### src/stwq_pkg.sv
package stwq_pkg;

  localparam int STAMP_W     = 63;
  localparam int GAP_W       = 32;
  localparam int LIMIT_W     = 5;
  localparam int ACTION_W    = 2;
  localparam int SCENE_W     = 2;
  localparam int COUNT_OUT_W = 5;
  localparam int CFG_IDX_W   = 1;
  localparam int CFG_DATA_W  = 32;

  localparam int DEF_SCENE_COUNT = 4;
  localparam int DEF_LIST_DEPTH  = 16;

  localparam logic [GAP_W-1:0]   GAP_RESET   = 32'd1000;
  localparam logic [LIMIT_W-1:0] LIMIT_RESET = 5'd16;

  localparam logic [ACTION_W-1:0] ACT_FRAME     = 2'd0;
  localparam logic [ACTION_W-1:0] ACT_CLEAR_ONE = 2'd1;
  localparam logic [ACTION_W-1:0] ACT_CLEAR_ALL = 2'd2;

  localparam logic [CFG_IDX_W-1:0] CFG_GAP_LIMIT  = 1'd0;
  localparam logic [CFG_IDX_W-1:0] CFG_SIZE_LIMIT = 1'd1;

  typedef enum logic [1:0] {
    ST_IDLE,
    ST_CMP,
    ST_WR
  } state_t;

  typedef struct packed {
    logic accept;
    logic cmp;
    logic commit;
  } cmd_t;

  typedef struct packed {
    logic frame_in;
  } sts_t;

endpackage

### src/stwq_ctrl.sv
module stwq_ctrl (
  input  logic          clk,
  input  logic          rst_n,
  input  logic          in_valid,
  output logic          in_ready,
  output logic          out_valid,
  input  logic          out_ready,
  input  stwq_pkg::sts_t sts,
  output stwq_pkg::cmd_t cmd
);

  import stwq_pkg::*;

  state_t state_r, state_nxt;
  logic   out_valid_r, out_valid_nxt;

  always_ff @(posedge clk) begin
    if (!rst_n) begin
      state_r     <= ST_IDLE;
      out_valid_r <= 1'b0;
    end else begin
      state_r     <= state_nxt;
      out_valid_r <= out_valid_nxt;
    end
  end

  always_comb begin
    state_nxt  = state_r;
    cmd        = '0;
    in_ready   = 1'b0;
    unique case (state_r)
      ST_IDLE: begin
        in_ready = 1'b1;
        if (in_valid) begin
          cmd.accept = 1'b1;
          state_nxt  = sts.frame_in ? ST_CMP : ST_WR;
        end
      end
      ST_CMP: begin
        cmd.cmp   = 1'b1;
        state_nxt = ST_WR;
      end
      ST_WR: begin
        if (!out_valid_r || out_ready) begin
          cmd.commit = 1'b1;
          state_nxt  = ST_IDLE;
        end
      end
      default: begin
        state_nxt = ST_IDLE;
      end
    endcase
    out_valid_nxt = cmd.commit ? 1'b1 : (out_valid_r && !out_ready);
  end

  assign out_valid = out_valid_r;

endmodule

### config.mk
export PLATFORM = sky130hd
export DESIGN_NAME = stwq_ctrl
export DESIGN_NICKNAME = d
export VERILOG_FILES = /design/src/stwq_pkg.sv /design/src/stwq_ctrl.sv
export SDC_FILE = /design/constraint.sdc
export NUM_CORES = 1
export LEC_CHECK = 0
export BUFFER_PORTS_ARGS = -buffer_cell sky130_fd_sc_hd__buf_4
export CAP_MARGIN = 20
export CORE_AREA = 2 2 39 41
export DETAILED_ROUTE_END_ITERATION = 6
export DIE_AREA = 0 0 41 43
export GPL_ROUTABILITY_DRIVEN = 0
export MAX_ROUTING_LAYER = met4
export PLACE_DENSITY = 0.3
export SLEW_MARGIN = 20
export SYNTH_ARGS = -nofsm -noshare
export SYNTH_HDL_FRONTEND = slang
export SYNTH_SLANG_ARGS = --single-unit
### constraint.sdc
create_clock -name clk -period 0.86 [get_ports clk]
set_input_delay 0 -clock clk [delete_from_list [all_inputs] [get_ports clk]]
set_output_delay 0 -clock clk [all_outputs]
set_load 0.005 [all_outputs]
=== After elaboration in Yosys (flattened, before gate mapping) ===
Cells that the tools add are included.
Widths: inputs -> output; s select.

* Output and inout port bits: 5
* Bits in registers: 3
* Logic and storage cells: 23

* Multiplexer cells: 11
* Reductions and logical operators: 6
* Eq/ne operators: 4

{| class="wikitable"
|+ Operator list
! cell !! number
|-
| $mux 1 || 7
|-
| $mux 2 || 3
|-
| $pmux 2 s3 || 1
|-
| $ne 2x2->1 const B || 2
|-
| $eq 2x1->1 const B || 1
|-
| $eq 2x2->1 const B || 1
|-
| $logic_not 1->1 || 2
|-
| $logic_not 2->1 || 1
|-
| $reduce_and 2->1 || 1
|-
| $logic_and 1x1->1 || 1
|-
| $logic_or 1x1->1 || 1
|}

=== Logic depth before layout (Yosys ltp) ===
Gate-level depths: netlist of the first run.

* Word-level depth: 5
* Gate-level depth with buffers: 2

=== Worst setup path before layout of the first run ===
Ideal clock, no wire load.

* Path type: register to register
* Start point: register out_valid_r, in the netlist out_valid
* End point: register state_r[1]
* Library setup time: 0.086 ns
* Stages on the path, launching flop included: 3
* Path buffers: 0
* Arrival: 0.878 ns
* Setup slack: -0.104 ns
* Cell sequence: dfxtp_1 or3b_1 a221oi_2

* Longest elaborated chain between the ends: 4

{| class="wikitable"
|+ RTL lines
! item !! line !! text
|-
| start: declaration || stwq_ctrl.sv:15 || <nowiki>logic out_valid_r, out_valid_nxt;</nowiki>
|-
| start signal: assignment || stwq_ctrl.sv:23 || <nowiki>out_valid_r <= out_valid_nxt;</nowiki>
|-
| $logic_not 1->1 || stwq_ctrl.sv:44 || <nowiki>if (!out_valid_r || out_ready) begin</nowiki>
|-
| $logic_or 1x1->1 || stwq_ctrl.sv:44 ||
|-
| $ne 2x2->1 (no source line) || n/a ||
|-
| $reduce_and 2->1 (no source line) || n/a ||
|-
| end signal: assignment || stwq_ctrl.sv:22 || <nowiki>state_r <= state_nxt;</nowiki>
|-
| end: declaration || stwq_ctrl.sv:14 || <nowiki>state_t state_r, state_nxt;</nowiki>
|}

No other way between the ends.
A chain may end at the register's enable or synchronous reset.

==> flow_metrics.env, run 1 <==
export IMPL_synth_warnings=0
export IMPL_hpwlAfterDp_microns=334.2
export IMPL_antenna_left=0
export IMPL_ios=10
export IMPL_grt_overflow=0
export IMPL_root_buffer="clkbuf_4"
export IMPL_grt_max_degree=5
export IMPL_critPathLaunch="state_r[0]"
export IMPL_synth_fp_nets=20
export IMPL_cpPeakStageDelay_ps=320
export IMPL_fin_ws_ps=-161.6
export IMPL_synthXorXnorAreaFrac=0
export IMPL_syn_cell_area_sq_um=142.6
export IMPL_globalRouteMet1Util=0.06731
export IMPL_insertion_delay_ps=230
export IMPL_initial_core_util=0.1031
export IMPL_synth_compound_area_frac=0.1404
export IMPL_period_share=1.188
export IMPL_synth_top_area_share=0.4211
export IMPL_io_buffers=9
export IMPL_grt_pass1_wl_microns=655
export IMPL_synth_simple_area_share=0.4123
export IMPL_r2r_end="state_r[1]"
export IMPL_hold_buffers=0
export IMPL_track_usage=0.06578
export IMPL_htreeDepth=1
export IMPL_nNetsFinal=39
export IMPL_wl_microns=415
export IMPL_grt_pass1_vias=170
export IMPL_ys_types=10
export IMPL_wl_per_cell_microns=8.469
export IMPL_clock_path_buffers=2
export IMPL_antenna_found_initial=0
export IMPL_num_vias=173
export IMPL_path_class="register to output pin"
export IMPL_crit_arrival_ps=1020
export IMPL_num_rows=14
export IMPL_layout_drive_gt1_share=0.6970
export IMPL_drv_cap=0
export IMPL_fin_crit_ps=1022
export IMPL_drv_slew=0
export IMPL_crit_buf_inv=2
export IMPL_use_met2=0.07813
export IMPL_drc=0
export IMPL_synth_top_family_by_area="simple AND/OR/NAND/NOR gates"
export IMPL_die_y_microns=43
export IMPL_tightest_slew_ps=173.2
export IMPL_routed_via_density=3.531
export IMPL_cp_slowest_cell="dfxtp_2"
export IMPL_r2r_start="state_r[0]"
export IMPL_clk_transition_reported_paths_ps=40
export IMPL_max_freq_ghz=0.9789
export IMPL_crit_path_end="cmd[2]"
export IMPL_min_delay_path_class="input pin to register"
export IMPL_reg2regPathDepth=2
export IMPL_start_kind="register"
export IMPL_synth_top_cell_by_area="dfxtp_1"
export IMPL_syn_inst=15
export IMPL_relSlewSlack=0.8846
export IMPL_synth_mux_area_frac=0
export IMPL_cp_top_family="flip-flops"
export IMPL_status="complete, but fails checks"
export IMPL_final_util=0.2360
export IMPL_grt_busiest_layer="met2"
export IMPL_synthTopCellsByArea="dfxtp_1 (42%), nand2b_1 (13%), a221oi_2 (11%)"
export IMPL_path_cells="buf_6, nor2_4, and2_1, buf_4"
export IMPL_avgSynthCellArea_sq_um=9.509
export IMPL_violations="negative setup slack"
export IMPL_seq_area_frac_synth=0.4211
export IMPL_grt_setup_unrepaired="true"
export IMPL_synth_seq_cells=3
export IMPL_cts_sinks=3
export IMPL_finalHoldViolCount=0
export IMPL_die_area_sq_um=1763
export IMPL_met3_usage=0.04712
export IMPL_tritoncts="done"
export IMPL_drtIter0Drc=1
export IMPL_skew_ps=4.580
export IMPL_antennaDiodeCount=0
export IMPL_synthAdderAreaFrac=0
export IMPL_final_cells=49
export IMPL_syn2layout_area_growth_pct=128.9
export IMPL_core_area_sq_um=1384
export IMPL_ir_drop_mv=0.4813
export IMPL_power_density_nw_per_um2=1657
export IMPL_p_leak_nw=0.1475
export IMPL_rrSetupSlack_ps=-130
export IMPL_fp_dieW_microns=41
export IMPL_cts_inserted_buffers=3
export IMPL_setup_viol=5
export IMPL_crit_required_ps=860
export IMPL_crit_cells=4
export IMPL_placedCellCount=43
export IMPL_dr_pass1_iters=2
export IMPL_critPathMaxFanout=4
export IMPL_end_kind="output pin"
logic make-up (layout without fill, tap and decap cells):
logic type	Yosys count	in the layout
AO/OA/AOI/OAI	2	2
buffers and inverters	1	19
flip-flops	3	3
AND/OR/NAND/NOR	9	9
placed cells by master, fill, tap and decap left out, drive strengths merged:
cell type   n
dfxtp       3
nand2b      3
nor2        1
a221oi      1
nor2b       2
inv         1
buf        14
and2        1
or3b        1
clkbuf      4
a21oi       1
and4        1
routing by layer:
| layer | wire [microns] | up-vias |
|---|---|---|
| met5 | 0 | - |
| met4 | 0 | 0 |
| li1 | - | 88 |
| met2 | 190 | 10 |
| met1 | 165 | 75 |
| met3 | 58 | 0 |
worst min-delay path: stages:
cell and delay [ps]:
buf_4 110, inv_1 80, a221oi_2 40
synth_stat cells:
cell,count
nor2_1,1
and4_1,1
a221oi_2,1
a21oi_1,1
or3b_1,1
inv_1,1
nor2b_1,2
and2_1,1
dfxtp_1,3
nand2b_1,3
area by class of cell:
cell class                      instances  area [sq um]
Tap cell                               16         20.02
Clock buffer                            4         26.28
Multi-Input combinational cell         11         93.84
Fill cell                             155          1057
Timing Repair Buffer                   14         116.4
Inverter                                1         3.754
Sequential cell                         3         66.31
how the worst min path moves through the flow:
| stage | slack, ps | startpoint | cells after the start | end |
|---|---|---|---|---|
| 4_1_cts | 30 | rst_n | 3 | state_r[1] |
| 3_5_place_dp | 280 | sts | 2 | state_r[0] |
| 2_1_floorplan | 110 | in_valid | 1 | cmd[2] |
| 5_1_grt | 50 | rst_n | 3 | state_r[1] |
| 3_3_place_gp | 270 | sts | 2 | state_r[0] |
| 6_report | 40 | rst_n | 3 | state_r[1] |
where the power goes:
group	switching (mW)	leakage [nW]	internal, mW
combinational	0.0455	0.106	0.0895
sequential	0.00892	0.0261	0.151
clock	0.0720	0.0150	0.174
flip-flops by register name (all words and copies together) (netlist names):
register   cells
out_valid      1
state_r        2
repair_timing:
action / CTS / global route
pin swaps: 1 / 0
resized for setup: 8 / 1
setup buffers: 1 / 1
setup endpoints to repair: 6 / 5
metrics by stage:
stage               power (mW)  hold slack, ps  TNS [ps]  setup WS (ps)  cell area (sq um)
floorplan               0.1950           110.3    -84.09         -84.09              143.9
global placement        0.2617           272.5    -276.8         -110.8              254.0
detailed placement      0.2618           280.0    -299.7         -115.8              254.0
CTS                     0.5495           25.64    -664.0         -192.7              315.3
global route            0.5784           47.12    -821.8         -214.6              326.6
finish                  0.5411           37.69    -546.0         -161.6              326.6
No activity file was read; power rests on OpenSTA's default activity.
==> inputs of run 2 (changes only) <==
Settings changed: BUFFER_PORTS_ARGS -buffer_cell sky130_fd_sc_hd__buf_4 to unset, DONT_BUFFER_PORTS set to 1, SKIP_CTS_REPAIR_TIMING set to 1.
==> run 2 against run 1 <==
  * The run ends with negative hold slack, negative setup slack left
  * Worst setup slack improved by 48 ps
  * Utilization decreased by 3.8 points
  * Via count decreased by 14%
  * Total power decreased by 7.4%
  * Largest power group unchanged
  * First-iteration DRC count increased by 100%
  * Register-to-register slack improved by 20 ps
  * Clock power about the same
  * Hold slack got worse by 76 ps
==> flow_metrics.env, run 2 (synthesis results as in run 1) <==
export IMPL_status="complete, but fails checks"
export IMPL_violations="negative hold slack, negative setup slack"
export IMPL_io_buffers=0
export IMPL_max_freq_ghz=1.027
export IMPL_antenna_left=0
export IMPL_relSlewSlack=0.8464
export IMPL_drv_slew=0
export IMPL_largest_register_ffs=2
export IMPL_num_vias=149
export IMPL_ir_drop_mv=0.5141
export IMPL_path_class="register to register"
export IMPL_finalInstanceArea_sq_um=274.0
export IMPL_syn2layout_area_growth_pct=92.11
export IMPL_r2r_end="state_r[1]"
export IMPL_hpwlAfterDp_microns=265.8
export IMPL_period_share=1.132
export IMPL_critPathLaunch="state_r[0]"
export IMPL_drtIter0Drc=2
export IMPL_start_kind="register"
export IMPL_nNetsFinal=32
export IMPL_final_seq_area_sq_um=62.56
export IMPL_multi_input_area_sq_um=93.84
export IMPL_power_mw=0.5013
export IMPL_track_usage=0.06064
export IMPL_reg2regPathDepth=2
export IMPL_antennaDiodeCount=0
export IMPL_skew_ps=4.146
export IMPL_htreeDepth=1
export IMPL_antenna_found_initial=0
export IMPL_initial_core_util=0.1031
export IMPL_layout_drive_gt1_share=0.5385
export IMPL_die_y_microns=43
export IMPL_dr_pass1_iters=2
export IMPL_crit_arrival_ps=1120
export IMPL_rrSetupSlack_ps=-110
export IMPL_min_delay_path_class="input pin to register"
export IMPL_critPathMaxFanout=2
export IMPL_clock_path_buffers=2
export IMPL_placed_area_sq_um=186.4
export IMPL_tritoncts="done"
export IMPL_hold_slack_ps=-38.51
export IMPL_crit_required_ps=1010
export IMPL_drv_cap=0
export IMPL_clk_transition_reported_paths_ps=40
export IMPL_wl_per_cell_microns=9.095
export IMPL_setup_viol=4
export IMPL_num_rows=14
export IMPL_core_area_sq_um=1384
export IMPL_finalHoldViolCount=2
export IMPL_cts_inserted_buffers=3
export IMPL_tightest_slew_ps=230.1
export IMPL_whs_path_depth=2
export IMPL_top_register="state_r"
export IMPL_routed_via_density=3.548
export IMPL_root_buffer="clkbuf_4"
export IMPL_p_leak_nw=0.1102
export IMPL_fin_ws_ps=-113.7
export IMPL_mostFrequentLayoutCells="nand2b_1 (3), clkbuf_4 (3), dlygate4sd3_1 (3)"
export IMPL_fp_dieW_microns=41
export IMPL_die_area_sq_um=1763
export IMPL_cts_sinks=3
export IMPL_r2r_start="state_r[0]"
export IMPL_setup_tns_final_ps=-378.0
export IMPL_power_density_nw_per_um2=1829
export IMPL_grt_max_degree=5
export IMPL_end_kind="register"
export IMPL_ios=10
export IMPL_grt_overflow=0
export IMPL_fin_crit_ps=973.7
export IMPL_grt_pass1_wl_microns=593
export IMPL_min_from="out_ready"
export IMPL_nFillCells=154
export IMPL_grt_setup_unrepaired="true"
export IMPL_wl_microns=382
export IMPL_drc=0
export IMPL_insertion_delay_ps=230
export IMPL_grt_pass1_vias=152
export IMPL_holdPathEnd="state_r[1]"
-- run 2: changes by cell type in the layout (fill, tap and decap cells not counted) --
cell and delta:
nand2b_4 -1, buf_4 -9, nor2b_2 +2, nand2b_1 +1, nor2b_1 -2, dfxtp_4 -1, buf_6 -1, or3b_1 -1
dfxtp_1 +1, or3b_4 +1, dlygate4sd3_1 +3
-- run 2: power by group --
group | internal [mW] | switching (mW)
combinational | 0.0567 | 0.0343
sequential | 0.151 | 0.0111
clock | 0.174 | 0.0742
total | 0.382 | 0.120
-- run 2: how the worst max path moves through the flow --
stage / slack (ps) / to / cells past startpoint
floorplan: -80 / state_r[1] / 2
global placement: -70 / state_r[1] / 2
detailed placement: -100 / state_r[1] / 2
CTS: -240 / cmd[2] / 3
global route: -190 / state_r[1] / 2
finish: -110 / state_r[1] / 2
-- run 2: cell type report --
class	instances	area share
clock buffers	4	0.09589
inverters	1	0.01370
multi-input cells	11	0.3425
flip-flops and latches	3	0.2283
well taps	16	0.07306
repair buffers	7	0.2466
-- run 2: per-stage QoR --
stage | util | std cells | setup slack (ps)
2_1_floorplan | - | 15 | -84.09
3_3_place_gp | 0.1347 | 34 | -74.39
3_5_place_dp | 0.1347 | 34 | -98.12
4_1_cts | 0.1537 | 38 | -244.4
5_1_grt | 0.1980 | 42 | -190.0
6_report | 0.1980 | 42 | -113.7
-- run 2: worst max-delay path: stages, from the launching register on --
cell,delay [ps]
dfxtp_2,320
or3b_4,370
a221oi_2,210
-- run 2: layer usage --
| layer | wire [microns] | global-route usage | up-vias | share of wire |
|---|---|---|---|---|
| li1 | - | - | 76 | - |
| met3 | 65 | 0.06283 | 0 | 0.17 |
| met4 | 0 | 0.06000 | 0 | 0 |
| met2 | 150 | 0.05000 | 10 | 0.39 |
| met1 | 166 | 0.07051 | 63 | 0.43 |
| met5 | 0 | - | - | 0 |
